--- config.mk ---
export PLATFORM = sky130hd
export DESIGN_NAME = arpc_out_reg
export DESIGN_NICKNAME = d
export VERILOG_FILES = /design/src/arpc_pkg.sv /design/src/arpc_out_reg.sv
export SDC_FILE = /design/constraint.sdc
export NUM_CORES = 1
export LEC_CHECK = 0
export BUFFER_PORTS_ARGS = -buffer_cell sky130_fd_sc_hd__buf_2
export CAP_MARGIN = 0
export CORE_ASPECT_RATIO = 0.6
export CORE_MARGIN = 1
export CORE_UTILIZATION = 37
export CTS_CLUSTER_DIAMETER = 120
export DETAILED_ROUTE_END_ITERATION = 7
export GPL_ROUTABILITY_DRIVEN = 0
export PLACE_DENSITY = 0.75
export REMOVE_ABC_BUFFERS = 1
export SLEW_MARGIN = 20
export SYNTH_ARGS = -nofsm -noshare
export SYNTH_HDL_FRONTEND = slang
export SYNTH_SLANG_ARGS = --single-unit
--- constraint.sdc ---
create_clock -name clk -period 0.8 [get_ports clk]
set_input_delay 0.04 -clock clk [delete_from_list [all_inputs] [get_ports clk]]
set_output_delay 0.04 -clock clk [all_outputs]
set_load 0.05 [all_outputs]
--- src/arpc_pkg.sv ---
`default_nettype none
package arpc_pkg;
  localparam int CacheDepthDef   = 128;
  localparam int PendingDepthDef = 16;

  localparam logic [1:0] OP_LOOKUP = 2'd0;
  localparam logic [1:0] OP_INSERT = 2'd1;
  localparam logic [1:0] OP_QUEUE  = 2'd2;
  localparam logic [1:0] OP_TICK   = 2'd3;

  localparam logic [3:0] K_HIT     = 4'd0;
  localparam logic [3:0] K_MISS    = 4'd1;
  localparam logic [3:0] K_INS     = 4'd2;
  localparam logic [3:0] K_DROP    = 4'd3;
  localparam logic [3:0] K_QUEUED  = 4'd4;
  localparam logic [3:0] K_EXISTS  = 4'd5;
  localparam logic [3:0] K_FULL    = 4'd6;
  localparam logic [3:0] K_SEND    = 4'd7;
  localparam logic [3:0] K_GIVEUP  = 4'd8;
  localparam logic [3:0] K_TICKEND = 4'd9;

  localparam logic [1:0] CFG_MAX_TRIES = 2'd0;
  localparam logic [1:0] CFG_RETRY     = 2'd1;
  localparam logic [1:0] CFG_TIMEOUT   = 2'd2;

  typedef struct packed {
    logic [3:0]  kind;
    logic [31:0] ip;
    logic [47:0] mac;
    logic        had;
    logic [3:0]  tries;
    logic        last;
  } res_t;
endpackage
`default_nettype wire

--- src/arpc_out_reg.sv ---
`default_nettype none
module arpc_out_reg (
  input  wire logic         clk,
  input  wire logic         rst_n,
  input  wire logic         push,
  input  wire arpc_pkg::res_t push_data,
  output logic              full,
  output logic              out_tvalid,
  input  wire logic         out_tready,
  output arpc_pkg::res_t    out_data
);
  import arpc_pkg::*;
  logic valid_r;
  res_t data_r;

  // single result holding register
  always_ff @(posedge clk) begin
    if (!rst_n) begin
      valid_r <= 1'b0;
    end else if (push) begin
      valid_r <= 1'b1;
    end else if (out_tready) begin
      valid_r <= 1'b0;
    end
  end

  always_ff @(posedge clk) begin
    if (push) begin
      data_r <= push_data;
    end
  end

  assign full       = valid_r && !out_tready;
  assign out_tvalid = valid_r;
  assign out_data   = data_r;
endmodule
`default_nettype wire

Word-level counts from Yosys, hierarchy flattened --
Cells that the tools add are included. W data, S select, Z words.
Word-level totals: register bits 91, bits of input ports 94, output and inout bits 92, logic and storage cells 12
Cells by class: mux-type cells 2, reduce and logical (&&, ||, !) cells 3
Operators with widths (count):
- $mux W1 | 2
- $reduce_bool A2 Y1 | 1
- $logic_and A1 B1 Y1 | 1
- $logic_not A1 Y1 | 1

Longest topological paths before layout --
Gate-level depths: netlist of the first run.
depth in word-level cells 2, mapped depth 2, depth with buffers taken out 2

Least setup slack after synthesis of the first run --
No wires, ideal clock.
path type register -> register, start register, netlist name out_tvalid, end register valid_r (netlist: out_tvalid), data arrival time 1.184 ns, data required time 0.742 ns, setup slack -0.443 ns, stages on the path, launching flop included 3, buffers on the path 0, clock period less this slack 1.243 ns, cell sequence dfxtp_1 -> nor2b_4 -> o21a_1
RTL lines:
- end signal: assignment | line arpc_out_reg.sv:19 | valid_r <= 1'b0;
- end signal: assignment | line arpc_out_reg.sv:21 | valid_r <= 1'b1;
- end signal: assignment | line arpc_out_reg.sv:23 | valid_r <= 1'b0;
- end: declaration | line arpc_out_reg.sv:13 | logic valid_r;

Worst setup path after layout of the first run --
start register valid_r (netlist: out_tvalid), end output full
On the way: longest elaborated chain between the ends 1
Ends and longest elaborated chain:
- $logic_and A1 B1 Y1 | line arpc_out_reg.sv:33 | assign full = valid_r && !out_tready;
- end: declaration | line arpc_out_reg.sv:7 | output logic full,
No other way between the ends.

==> flow_results.xml, run 1 <==
<?xml version="1.0" encoding="UTF-8"?>
<metrics>
  <group name="run_status">
    <metric name="result_of_the_run" unit="">complete, but fails checks</metric>
    <metric name="failed_checks" unit="">negative setup slack</metric>
  </group>
  <group name="setup_path">
    <metric name="critical_path_arrival" unit="ps">960</metric>
    <metric name="worst-r2r-cell-count" unit="">3</metric>
    <metric name="timing.critical_path.slowest_stage_cell" unit="">sky130_fd_sc_hd__dfxtp_2</metric>
    <metric name="crit_path_from" unit="">out_tvalid</metric>
    <metric name="critPathTopFamily" unit="">flip-flops</metric>
    <metric name="r2r-start" unit="">out_tvalid</metric>
    <metric name="worstSetupStartpointType" unit="">register</metric>
    <metric name="setup.worst_path.class" unit="">register to output port</metric>
    <metric name="r2r-end" unit="">out_tvalid</metric>
    <metric name="critPathMaxStageDelay" unit="ps">320</metric>
    <metric name="worstPathMaxFanout" unit="">2</metric>
    <metric name="cp_cell_sequence" unit="">nor2b_4 &gt; buf_6</metric>
    <metric name="cp.buffers_inverters" unit="">1</metric>
    <metric name="crit_required" unit="ps">760</metric>
    <metric name="reg2reg_slack" unit="ps">-30</metric>
    <metric name="end_kind" unit="">output port</metric>
  </group>
  <group name="timing">
    <metric name="rsz_0062_raised_after_global_routing" unit="">true</metric>
    <metric name="layout_min_cycle_time" unit="ps">998</metric>
    <metric name="worst_slew_pin_slew" unit="ps">262</metric>
    <metric name="finalSetupTns" unit="ps">-11740</metric>
    <metric name="timing_max_transition_violations_final" unit="">0</metric>
    <metric name="worst_slew_margin_rel" unit="">0.827</metric>
    <metric name="final_hold_viol_count" unit="">0</metric>
    <metric name="min_period_over_period" unit="">1.25</metric>
    <metric name="fmaxAchievable" unit="MHz">1000</metric>
    <metric name="final_critical_path_setup_slack" unit="ps">-198</metric>
    <metric name="worst_clock_skew" unit="ps">0</metric>
    <metric name="setup_violations" unit="">93</metric>
  </group>
  <group name="cts">
    <metric name="clkSinkCount" unit="">91</metric>
    <metric name="cts_tree" unit="">done</metric>
    <metric name="clock_tree.htree_level_count" unit="">3</metric>
    <metric name="clk_latency" unit="ps">330</metric>
    <metric name="cts.reportedPaths.clkPinSlew" unit="ps">60</metric>
    <metric name="cts_buffers" unit="">9</metric>
    <metric name="cts.root.buffer_cell" unit="">sky130_fd_sc_hd__clkbuf_16</metric>
    <metric name="cts.path.max_buffers" unit="">2</metric>
  </group>
  <group name="layout">
    <metric name="antennaDiodeCount" unit="">0</metric>
    <metric name="drive_gt1_frac" unit="">0.538</metric>
    <metric name="final_net_count" unit="">483</metric>
    <metric name="finish.instance_area" unit="µm²">5720</metric>
    <metric name="area_grow_syn2layout" unit="%">108</metric>
  </group>
  <group name="route">
    <metric name="detail_route.wirelength.met1" unit="µm">2860</metric>
    <metric name="firstDrtPassIters" unit="">4</metric>
    <metric name="met3RoutedLength" unit="µm">933</metric>
    <metric name="drt_drc_violations_left" unit="">0</metric>
    <metric name="top_layer_used" unit="">met4</metric>
    <metric name="dr_total_vias" unit="">2138</metric>
    <metric name="postRouteAntennaNets" unit="">0</metric>
    <metric name="detailroute.wirelength.met2" unit="µm">4460</metric>
    <metric name="vias_per_cell" unit="">4.44</metric>
    <metric name="detail_route.iter0.violations" unit="">93</metric>
    <metric name="postRouteWirelength" unit="µm">8350</metric>
    <metric name="route.detailed.wl_per_inst" unit="µm">17.4</metric>
  </group>
  <group name="floorplanning">
    <metric name="core_area" unit="µm²">6910</metric>
    <metric name="io-pin-count" unit="">186</metric>
    <metric name="std_cell_rows" unit="">23</metric>
    <metric name="start_util" unit="">0.397</metric>
    <metric name="fp.dieW" unit="µm">113</metric>
    <metric name="die_h" unit="µm">68.7</metric>
    <metric name="die_area" unit="µm²">7780</metric>
  </group>
  <group name="global_route">
    <metric name="maximum_number_of_pins_on_one_net_before_global_route_repair" unit="">27</metric>
    <metric name="gr-usage-all-layers" unit="">0.211</metric>
    <metric name="global_route_wire_length_before_repair" unit="µm">11500</metric>
    <metric name="antenna_found_initial" unit="">0</metric>
    <metric name="first_global_vias" unit="">2276</metric>
    <metric name="gr-total-overflow" unit="">0</metric>
  </group>
  <group name="synth">
    <metric name="postSynthAreaPerCell" unit="µm²">29.5</metric>
    <metric name="syn-instance-count" unit="">93</metric>
    <metric name="synth_sequential_area_ratio" unit="">0.992</metric>
    <metric name="netlist-cell-type-count" unit="">4</metric>
    <metric name="syn-cell-area" unit="µm²">2740</metric>
    <metric name="count_of_warnings_emitted_by_yosys" unit="">0</metric>
    <metric name="register_bit_total_from_synthesis" unit="">91</metric>
  </group>
  <group name="worst_hold_path">
    <metric name="whs_path_depth" unit="">1</metric>
    <metric name="hold_end" unit="">out_data[11]</metric>
    <metric name="min-delay-start" unit="">push</metric>
    <metric name="worst_hold_path_type" unit="">primary input to register</metric>
  </group>
  <group name="power">
    <metric name="vdd.ir_drop.worst" unit="mV">1.87</metric>
    <metric name="power_density" unit="nW/µm²">2410</metric>
    <metric name="total_leakage_power" unit="nW">2.42</metric>
  </group>
  <group name="placement">
    <metric name="io_buffers" unit="">185</metric>
    <metric name="placed_area" unit="µm²">3870</metric>
    <metric name="dp_hpwl" unit="µm">4510</metric>
  </group>
  <group name="flow_run">
    <metric name="drv_cap" unit="">0</metric>
  </group>
</metrics>
==> worst register-to-register path: stages (launching register included) <==
cell,delay (ps)
sky130_fd_sc_hd__dfxtp_2,320
sky130_fd_sc_hd__nor2b_4,120
sky130_fd_sc_hd__buf_4,120
sky130_fd_sc_hd__o21a_1,160
==> what timing repair did <==
action                     4_1_cts  5_1_grt
setup endpoints to repair       92       92
gates resized for setup        183        0
hold buffers                    91        0
setup buffers                    0        1
hold endpoints to repair        91        0
==> metrics by stage <==
step            util  std cells  setup slack [ps]  power (mW)  hold slack, ps
2_1_floorplan      -         93              -443        7.20             139
6_report       0.828        481              -198        13.8            68.1
3_3_place_gp   0.560        373              31.5        7.88             217
3_5_place_dp   0.560        373              22.9        7.91             218
5_1_grt        0.828        481              -236        14.2            69.4
4_1_cts        0.827        480              -212        13.8            35.0
==> report_power, final <==
| part | internal (mW) | switching [mW] |
|---|---|---|
| combinational | 1.16 | 1.71 |
| clock | 3.36 | 1.68 |
| sequential | 5.67 | 0.190 |
| total | 10.2 | 3.58 |
==> metal layers <==
layer	vias up	global-route usage
met3	9	0.116
met4	0	0.0559
li1	968	-
met2	122	0.409
met1	1039	0.198
met5	-	0
==> cell usage after synthesis <==
library cell               number  share of area
sky130_fd_sc_hd__edfxtp_1      90           0.98
sky130_fd_sc_hd__nor2b_4        1         0.0050
sky130_fd_sc_hd__o21a_1         1         0.0027
sky130_fd_sc_hd__dfxtp_1        1         0.0073
==> layout make-up <==
cell class              instances  area, µm²
flip-flops and latches         91       2720
repair buffers                285       2500
fillers                       350       1190
clock buffers                   9        225
clock inverters                 7        140
well taps                      87        109
multi-input cells               2       21.3
==> layout by cell type, fill, tap and decap left out <==
cell type / n
sky130_fd_sc_hd__edfxtp_1: 90
sky130_fd_sc_hd__buf_4: 8
sky130_fd_sc_hd__o21a_1: 1
sky130_fd_sc_hd__nor2b_4: 1
sky130_fd_sc_hd__buf_6: 91
sky130_fd_sc_hd__clkinv_2: 1
sky130_fd_sc_hd__clkbuf_16: 9
sky130_fd_sc_hd__bufinv_16: 4
sky130_fd_sc_hd__buf_12: 2
sky130_fd_sc_hd__dlygate4sd3_1: 91
sky130_fd_sc_hd__dfxtp_2: 1
sky130_fd_sc_hd__buf_2: 93
sky130_fd_sc_hd__clkinvlp_4: 2
==> sequential cells by signal (all words and copies together), names as in the netlist <==
| register | cells |
|---|---|
| out_data | 90 |
| out_tvalid | 1 |
==> how the worst max path moves through the flow <==
| stage | to | slack [ps] | depth (start not counted) |
|---|---|---|---|
| floorplan | out_tvalid | -440 | 2 |
| global placement | out_data[9] | 30 | 2 |
| detailed placement | out_data[68] | 20 | 2 |
| CTS | full | -210 | 2 |
| global route | full | -240 | 2 |
| finish | full | -200 | 2 |
==> logic make-up after synthesis <==
kind of cell     synth area share
AND/OR/NAND/NOR           0.00501
AO/OA/AOI/OAI             0.00274
flip-flops                  0.992
Power figures use the tool's default switching activity.
==> run 2, diff against run 1 <==
ABC_AREA = 1   (was not set)
==> run 2 against run 1 <==
Net effect: the run still ends with negative setup slack left; worst hold slack improved by 23 ps; sequential share of layout area rose by 0.45 points; critical endpoint is now out_data[58]; clock power fell by 14%; global-route usage barely moved; design area fell by 0.94%; critical path depth fell by 1; utilization fell by 1.1 points; non-clock buffer count fell by 5; largest power group unchanged; worst setup slack improved by 25 ps.
==> flow_results.xml, run 2 <==
<?xml version="1.0" encoding="UTF-8"?>
<metrics>
  <group name="global_route">
    <metric name="first_global_vias" unit="">2200</metric>
    <metric name="grt_met1_use" unit="">0.206</metric>
    <metric name="antenna_found_initial" unit="">0</metric>
    <metric name="groute.layer.met3.usage" unit="">0.0953</metric>
    <metric name="grt_util_met2" unit="">0.398</metric>
    <metric name="global_route_wire_length_before_repair" unit="µm">11400</metric>
    <metric name="maximum_number_of_pins_on_one_net_before_global_route_repair" unit="">47</metric>
    <metric name="gr-usage-all-layers" unit="">0.212</metric>
    <metric name="gr-total-overflow" unit="">0</metric>
    <metric name="grt_busiest_layer" unit="">met2</metric>
  </group>
  <group name="synth">
    <metric name="number_of_enable_type_register_cells_in_the_synthesized_netlist" unit="">90</metric>
    <metric name="register_bit_total_from_synthesis" unit="">91</metric>
    <metric name="netlist-cell-type-count" unit="">5</metric>
    <metric name="postSynthAreaPerCell" unit="µm²">28.4</metric>
    <metric name="netlist.top_cell.by_area" unit="">sky130_fd_sc_hd__edfxtp_1</metric>
    <metric name="count_of_warnings_emitted_by_yosys" unit="">0</metric>
    <metric name="portion_of_synthesized_cell_area_occupied_by_the_leading_cell_type" unit="">0.982</metric>
    <metric name="synthMostInstantiatedCell" unit="">sky130_fd_sc_hd__edfxtp_1</metric>
    <metric name="async_flop_share" unit="">0</metric>
    <metric name="netlist_top_cells_area" unit="">sky130_fd_sc_hd__edfxtp_1, sky130_fd_sc_hd__dfxtp_1, sky130_fd_sc_hd__inv_1, sky130_fd_sc_hd__a21oi_2, sky130_fd_sc_hd__nand2_2</metric>
    <metric name="most_instantiated_cells_after_synthesis" unit="">sky130_fd_sc_hd__edfxtp_1, sky130_fd_sc_hd__inv_1, sky130_fd_sc_hd__a21oi_2, sky130_fd_sc_hd__dfxtp_1, sky130_fd_sc_hd__nand2_2</metric>
    <metric name="syn-cell-area" unit="µm²">2750</metric>
    <metric name="syn-instance-count" unit="">97</metric>
    <metric name="ys_dominant_reg_cell" unit="">sky130_fd_sc_hd__edfxtp_1</metric>
    <metric name="synth_sequential_area_ratio" unit="">0.989</metric>
  </group>
  <group name="cts">
    <metric name="clkSinkCount" unit="">91</metric>
    <metric name="cts_buffers" unit="">9</metric>
    <metric name="cts.path.max_buffers" unit="">2</metric>
    <metric name="cts.root.buffer_cell" unit="">sky130_fd_sc_hd__clkbuf_16</metric>
    <metric name="clk_latency" unit="ps">330</metric>
    <metric name="cts_tree" unit="">done</metric>
    <metric name="clock_tree.htree_level_count" unit="">3</metric>
    <metric name="cts.reportedPaths.clkPinSlew" unit="ps">60</metric>
  </group>
  <group name="layout">
    <metric name="area_grow_syn2layout" unit="%">106</metric>
    <metric name="largest_register_ff_count" unit="">90</metric>
    <metric name="final_cell_mix" unit="">sky130_fd_sc_hd__buf_2, sky130_fd_sc_hd__dlygate4sd3_1, sky130_fd_sc_hd__edfxtp_1, sky130_fd_sc_hd__buf_6, sky130_fd_sc_hd__clkbuf_16</metric>
    <metric name="num-fill-cells" unit="">344</metric>
    <metric name="antennaDiodeCount" unit="">0</metric>
    <metric name="utilization" unit="">0.817</metric>
    <metric name="drive_gt1_frac" unit="">0.527</metric>
    <metric name="final_net_count" unit="">482</metric>
    <metric name="mostFrequentLayoutCell" unit="">sky130_fd_sc_hd__buf_2</metric>
  </group>
  <group name="setup_path">
    <metric name="crit_end" unit="">out_data[58]</metric>
    <metric name="worstSetupStartpointType" unit="">register</metric>
    <metric name="reg2reg_slack" unit="ps">110</metric>
    <metric name="r2r-end" unit="">out_tvalid</metric>
    <metric name="crit_path_from" unit="">out_data[58]</metric>
    <metric name="timing.critical_path.slowest_stage_cell" unit="">sky130_fd_sc_hd__edfxtp_1</metric>
    <metric name="critPathMaxStageDelay" unit="ps">420</metric>
    <metric name="worstPathMaxFanout" unit="">1</metric>
    <metric name="critical_path_depth" unit="">1</metric>
    <metric name="setup.worst_path.class" unit="">register to output port</metric>
    <metric name="r2r-start" unit="">out_tvalid</metric>
    <metric name="critPathTopFamily" unit="">flip-flops</metric>
    <metric name="end_kind" unit="">output port</metric>
    <metric name="cp.buffers_inverters" unit="">1</metric>
    <metric name="crit_required" unit="ps">760</metric>
    <metric name="cp_cell_sequence" unit="">buf_6</metric>
    <metric name="critical_path_arrival" unit="ps">930</metric>
    <metric name="worst-r2r-cell-count" unit="">3</metric>
  </group>
  <group name="timing">
    <metric name="layout_min_cycle_time" unit="ps">972</metric>
    <metric name="final_hold_viol_count" unit="">0</metric>
    <metric name="final_critical_path_setup_slack" unit="ps">-172</metric>
    <metric name="setup_violations" unit="">92</metric>
    <metric name="worst_clock_skew" unit="ps">0</metric>
    <metric name="worst_slew_pin_slew" unit="ps">249</metric>
    <metric name="finalSetupTns" unit="ps">-11560</metric>
    <metric name="worst_slew_margin_rel" unit="">0.834</metric>
    <metric name="fmaxAchievable" unit="MHz">1030</metric>
    <metric name="rsz_0062_raised_after_global_routing" unit="">true</metric>
    <metric name="min_period_over_period" unit="">1.22</metric>
    <metric name="timing_max_transition_violations_final" unit="">0</metric>
  </group>
  <group name="floorplanning">
    <metric name="start_util" unit="">0.397</metric>
    <metric name="io-pin-count" unit="">186</metric>
    <metric name="std_cell_rows" unit="">23</metric>
    <metric name="fp.dieW" unit="µm">113</metric>
    <metric name="die_h" unit="µm">68.8</metric>
    <metric name="core_area" unit="µm²">6940</metric>
    <metric name="die_area" unit="µm²">7800</metric>
  </group>
  <group name="power">
    <metric name="vdd.ir_drop.worst" unit="mV">1.78</metric>
    <metric name="total_leakage_power" unit="nW">2.40</metric>
    <metric name="power.total" unit="mW">13.1</metric>
    <metric name="power_density" unit="nW/µm²">2310</metric>
  </group>
  <group name="worst_hold_path">
    <metric name="worst_hold_path_type" unit="">primary input to register</metric>
  </group>
  <group name="route">
    <metric name="firstDrtPassIters" unit="">4</metric>
    <metric name="postRouteAntennaNets" unit="">0</metric>
    <metric name="detail_route.iter0.violations" unit="">107</metric>
    <metric name="postRouteWirelength" unit="µm">8260</metric>
    <metric name="vias_per_cell" unit="">4.27</metric>
    <metric name="route.detailed.wl_per_inst" unit="µm">16.8</metric>
    <metric name="drt_drc_violations_left" unit="">0</metric>
    <metric name="dr_total_vias" unit="">2104</metric>
  </group>
  <group name="placement">
    <metric name="detailedPlace.worstSlack" unit="ps">49.0</metric>
    <metric name="io_buffers" unit="">185</metric>
    <metric name="dp_hpwl" unit="µm">4330</metric>
  </group>
  <group name="run_status">
    <metric name="result_of_the_run" unit="">complete, but fails checks</metric>
    <metric name="failed_checks" unit="">negative setup slack</metric>
  </group>
  <group name="flow_run">
    <metric name="drv_cap" unit="">0</metric>
  </group>
</metrics>
==> run 2: cell count changes in the layout (fill, tap and decap cells not counted), moves of 2 or more <==
cell | previous run | this run
sky130_fd_sc_hd__inv_1 | 0 | 3
sky130_fd_sc_hd__clkbuf_1 | 0 | 2
sky130_fd_sc_hd__bufinv_16 | 4 | 2
sky130_fd_sc_hd__buf_4 | 8 | 3
sky130_fd_sc_hd__buf_8 | 0 | 2
==> run 2: layout make-up <==
| cell class | count | area (µm²) | area share |
|---|---|---|---|
| timing repair buffer | 280 | 2480 | 0.437 |
| tap | 100 | 125 | 0.0221 |
| clock inverter | 5 | 77.6 | 0.0137 |
| multi-input combinational | 2 | 15.0 | 0.00265 |
| clock buffer | 11 | 233 | 0.0411 |
| sequential | 91 | 2720 | 0.481 |
| inverter | 4 | 15.0 | 0.00265 |
==> run 2: per-layer routing <==
layer	part of all wire	wire [µm]	up-vias
met5	0	0	-
met4	0.016	136	0
met3	0.11	897	14
met2	0.53	4380	134
met1	0.34	2850	989
li1	-	-	967
==> run 2: cells by family (layout without fill, tap and decap cells) <==
group	count (synthesis)	count (layout)	synth area share
compound gates	1	1	0.00318
buf+inv	4	300	0.00545
flops	91	91	0.989
simple gates	1	1	0.00227
==> run 2: how the worst min path moves through the flow <==
stage                             start            to  slack, ps  cells after the start
after floorplan            push_data[0]   out_data[0]        140                      0
after global placement    push_data[68]  out_data[68]        220                      1
after detailed placement  push_data[68]  out_data[68]        220                      1
after CTS                    out_tready    out_tvalid         50                      5
after global routing         out_tready    out_tvalid        120                      5
final                        out_tready    out_tvalid         90                      5
==> run 2: timing repair <==
action	CTS	global route
pin swaps	1	0
hold endpoints to repair	91	0
setup endpoints to repair	92	92
buffers inserted	1	1
gates resized for setup	186	2
hold buffers	91	0
==> run 2: per-stage QoR <==
stage / std cells / instance area (µm²) / hold WS (ps)
3_3_place_gp: 384 / 3850 / 216
6_report: 493 / 5670 / 91.4
3_5_place_dp: 384 / 3850 / 218
4_1_cts: 492 / 5650 / 47.6
5_1_grt: 493 / 5670 / 120
2_1_floorplan: 97 / 2750 / 139
==> run 2: where the power goes <==
part / internal (mW) / switching, mW / leakage, nW
clock: 2.73 / 1.61 / 0.150
combinational: 1.16 / 1.72 / 1.36
sequential: 5.67 / 0.187 / 0.889
total: 9.55 / 3.52 / 2.40
==> run 3, diff against run 2 <==
CORE_MARGIN = not set   (was 1)
CORE_UTILIZATION = 40   (was 37)
PLACE_DENSITY = 0.77   (was 0.75)
clock period = 1.15 ns   (was 0.8 ns; I/O delays follow)
==> run 3 against run 2 <==
Net effect: the run now ends clean; via count down 3.8%; die area down 7.3%; critical endpoint is now full; sequential share of layout area up 5.9 points.
==> flow_results.xml, run 3 (synthesized netlist as in run 2, its figures left out) <==
<?xml version="1.0" encoding="UTF-8"?>
<metrics>
  <group name="floorplanning">
    <metric name="core_area" unit="µm²">6360</metric>
    <metric name="die_h" unit="µm">66.3</metric>
    <metric name="io-pin-count" unit="">186</metric>
    <metric name="die_area" unit="µm²">7230</metric>
    <metric name="start_util" unit="">0.433</metric>
    <metric name="fp.dieW" unit="µm">109</metric>
    <metric name="std_cell_rows" unit="">22</metric>
  </group>
  <group name="layout">
    <metric name="area_grow_syn2layout" unit="%">83.3</metric>
    <metric name="num-fill-cells" unit="">332</metric>
    <metric name="final_cells" unit="">474</metric>
    <metric name="final_net_count" unit="">480</metric>
    <metric name="largest_register_ff_count" unit="">90</metric>
    <metric name="antennaDiodeCount" unit="">0</metric>
    <metric name="sequential_cell_area" unit="µm²">2720</metric>
    <metric name="drive_gt1_frac" unit="">0.523</metric>
    <metric name="mostFrequentLayoutCell" unit="">sky130_fd_sc_hd__buf_2</metric>
    <metric name="multiInputGateArea" unit="µm²">15.0</metric>
    <metric name="final_cell_mix" unit="">sky130_fd_sc_hd__buf_2, sky130_fd_sc_hd__dlygate4sd3_1, sky130_fd_sc_hd__edfxtp_1</metric>
  </group>
  <group name="worst_hold_path">
    <metric name="min-delay-start" unit="">out_tready</metric>
    <metric name="worst_hold_path_type" unit="">primary input to register</metric>
  </group>
  <group name="power">
    <metric name="vdd.ir_drop.worst" unit="mV">1.03</metric>
    <metric name="power.total" unit="mW">8.65</metric>
    <metric name="power_density" unit="nW/µm²">1710</metric>
    <metric name="total_leakage_power" unit="nW">2.19</metric>
  </group>
  <group name="timing">
    <metric name="timing_max_transition_violations_final" unit="">0</metric>
    <metric name="min_period_over_period" unit="">0.945</metric>
    <metric name="worst_clock_skew" unit="ps">0</metric>
    <metric name="worst_slew_margin_rel" unit="">0.818</metric>
    <metric name="final_hold_viol_count" unit="">0</metric>
    <metric name="fmaxAchievable" unit="MHz">920</metric>
    <metric name="finalSetupTns" unit="ps">0</metric>
    <metric name="worst_slew_pin_slew" unit="ps">275</metric>
    <metric name="rsz_0062_raised_after_global_routing" unit="">false</metric>
    <metric name="setup_violations" unit="">0</metric>
    <metric name="final_critical_path_setup_slack" unit="ps">62.8</metric>
    <metric name="layout_min_cycle_time" unit="ps">1090</metric>
  </group>
  <group name="global_route">
    <metric name="gr-usage-all-layers" unit="">0.212</metric>
    <metric name="antenna_found_initial" unit="">0</metric>
    <metric name="global_route_wire_length_before_repair" unit="µm">10700</metric>
    <metric name="maximum_number_of_pins_on_one_net_before_global_route_repair" unit="">47</metric>
    <metric name="gr-total-overflow" unit="">0</metric>
    <metric name="first_global_vias" unit="">2145</metric>
  </group>
  <group name="route">
    <metric name="firstDrtPassIters" unit="">4</metric>
    <metric name="route.detailed.wl_per_inst" unit="µm">15.5</metric>
    <metric name="vias_per_cell" unit="">4.27</metric>
    <metric name="drt_drc_violations_left" unit="">0</metric>
    <metric name="detail_route.iter0.violations" unit="">71</metric>
    <metric name="postRouteWirelength" unit="µm">7350</metric>
    <metric name="postRouteAntennaNets" unit="">0</metric>
    <metric name="dr_total_vias" unit="">2024</metric>
  </group>
  <group name="cts">
    <metric name="cts.root.buffer_cell" unit="">sky130_fd_sc_hd__clkbuf_16</metric>
    <metric name="cts.reportedPaths.clkPinSlew" unit="ps">60</metric>
    <metric name="post_cts_setup_repair_bufs" unit="">0</metric>
    <metric name="clock_tree.htree_level_count" unit="">3</metric>
    <metric name="cts.path.max_buffers" unit="">2</metric>
    <metric name="cts_tree" unit="">done</metric>
    <metric name="cts_buffers" unit="">9</metric>
    <metric name="clk_latency" unit="ps">330</metric>
    <metric name="clkSinkCount" unit="">91</metric>
  </group>
  <group name="setup_path">
    <metric name="worstPathMaxFanout" unit="">2</metric>
    <metric name="critical_path_arrival" unit="ps">1030</metric>
    <metric name="r2r-start" unit="">out_tvalid</metric>
    <metric name="worstSetupStartpointType" unit="">register</metric>
    <metric name="timing.critical_path.slowest_stage_cell" unit="">sky130_fd_sc_hd__dfxtp_2</metric>
    <metric name="crit_required" unit="ps">1090</metric>
    <metric name="critPathMaxStageDelay" unit="ps">330</metric>
    <metric name="setup.worst_path.class" unit="">register to output port</metric>
    <metric name="crit_path_from" unit="">out_tvalid</metric>
    <metric name="end_kind" unit="">output port</metric>
    <metric name="cp_cell_sequence" unit="">nand2_2 &gt; inv_1 &gt; buf_2</metric>
  </group>
  <group name="run_status">
    <metric name="result_of_the_run" unit="">finished clean</metric>
  </group>
  <group name="placement">
    <metric name="io_buffers" unit="">185</metric>
    <metric name="place_inst" unit="">368</metric>
    <metric name="detailedPlace.worstSlack" unit="ps">390</metric>
    <metric name="dp_hpwl" unit="µm">4360</metric>
  </group>
  <group name="flow_run">
    <metric name="drv_cap" unit="">0</metric>
  </group>
</metrics>
-- run 3: layer usage --
metal	wire length, µm	track usage	vias to the layer above
li1	-	-	964
met1	2740	0.238	933
met2	3720	0.360	119
met3	806	0.0995	8
met4	89	0.0642	0
met5	0	0	-
-- run 3: path summary, 6_finish.rpt --
| path | end | slack [ps] | cells after the start |
|---|---|---|---|
| worst min-delay path | out_tvalid | 9 | 4 |
| worst max register to register | out_tvalid | 530 | 2 |
| worst min register to register | out_tvalid | 500 | 2 |
| worst max-delay path | full | 60 | 3 |
-- run 3: power breakdown --
| part | leakage (nW) | internal [mW] | switching [mW] |
|---|---|---|---|
| clock network | 0.142 | 1.88 | 1.10 |
| logic | 1.16 | 0.495 | 1.17 |
| registers | 0.889 | 3.94 | 0.0705 |
| total | 2.19 | 6.32 | 2.34 |
-- run 3: layout make-up --
class,count,area share
inverter,4,0.00298
multi-input combinational,2,0.00298
timing repair buffer,278,0.372
sequential,91,0.540
clock inverter,5,0.0156
clock buffer,10,0.0454
tap,84,0.0208
-- run 3: per-stage QoR --
step / hold WS [ps] / util / instance area (µm²)
after floorplan: 156 / - / 2750
after global placement: 234 / 0.602 / 3830
after detailed placement: 236 / 0.602 / 3830
after CTS: 235 / 0.795 / 5050
after global routing: 27.3 / 0.794 / 5050
final: 8.56 / 0.794 / 5050
-- run 3: repair_timing --
action	4_1_cts	5_1_grt
setup endpoints to repair	0	2
hold buffers	92	0
endpoints found under the hold margin	91	0
gates resized for setup	0	2
-- run 3: worst max-delay path: cells and delay by family, from the launching register on --
family / cells / cell delay [ps]
DFF: 1 / 330
buffers and inverters: 2 / 300
and+or+nand+nor: 1 / 70
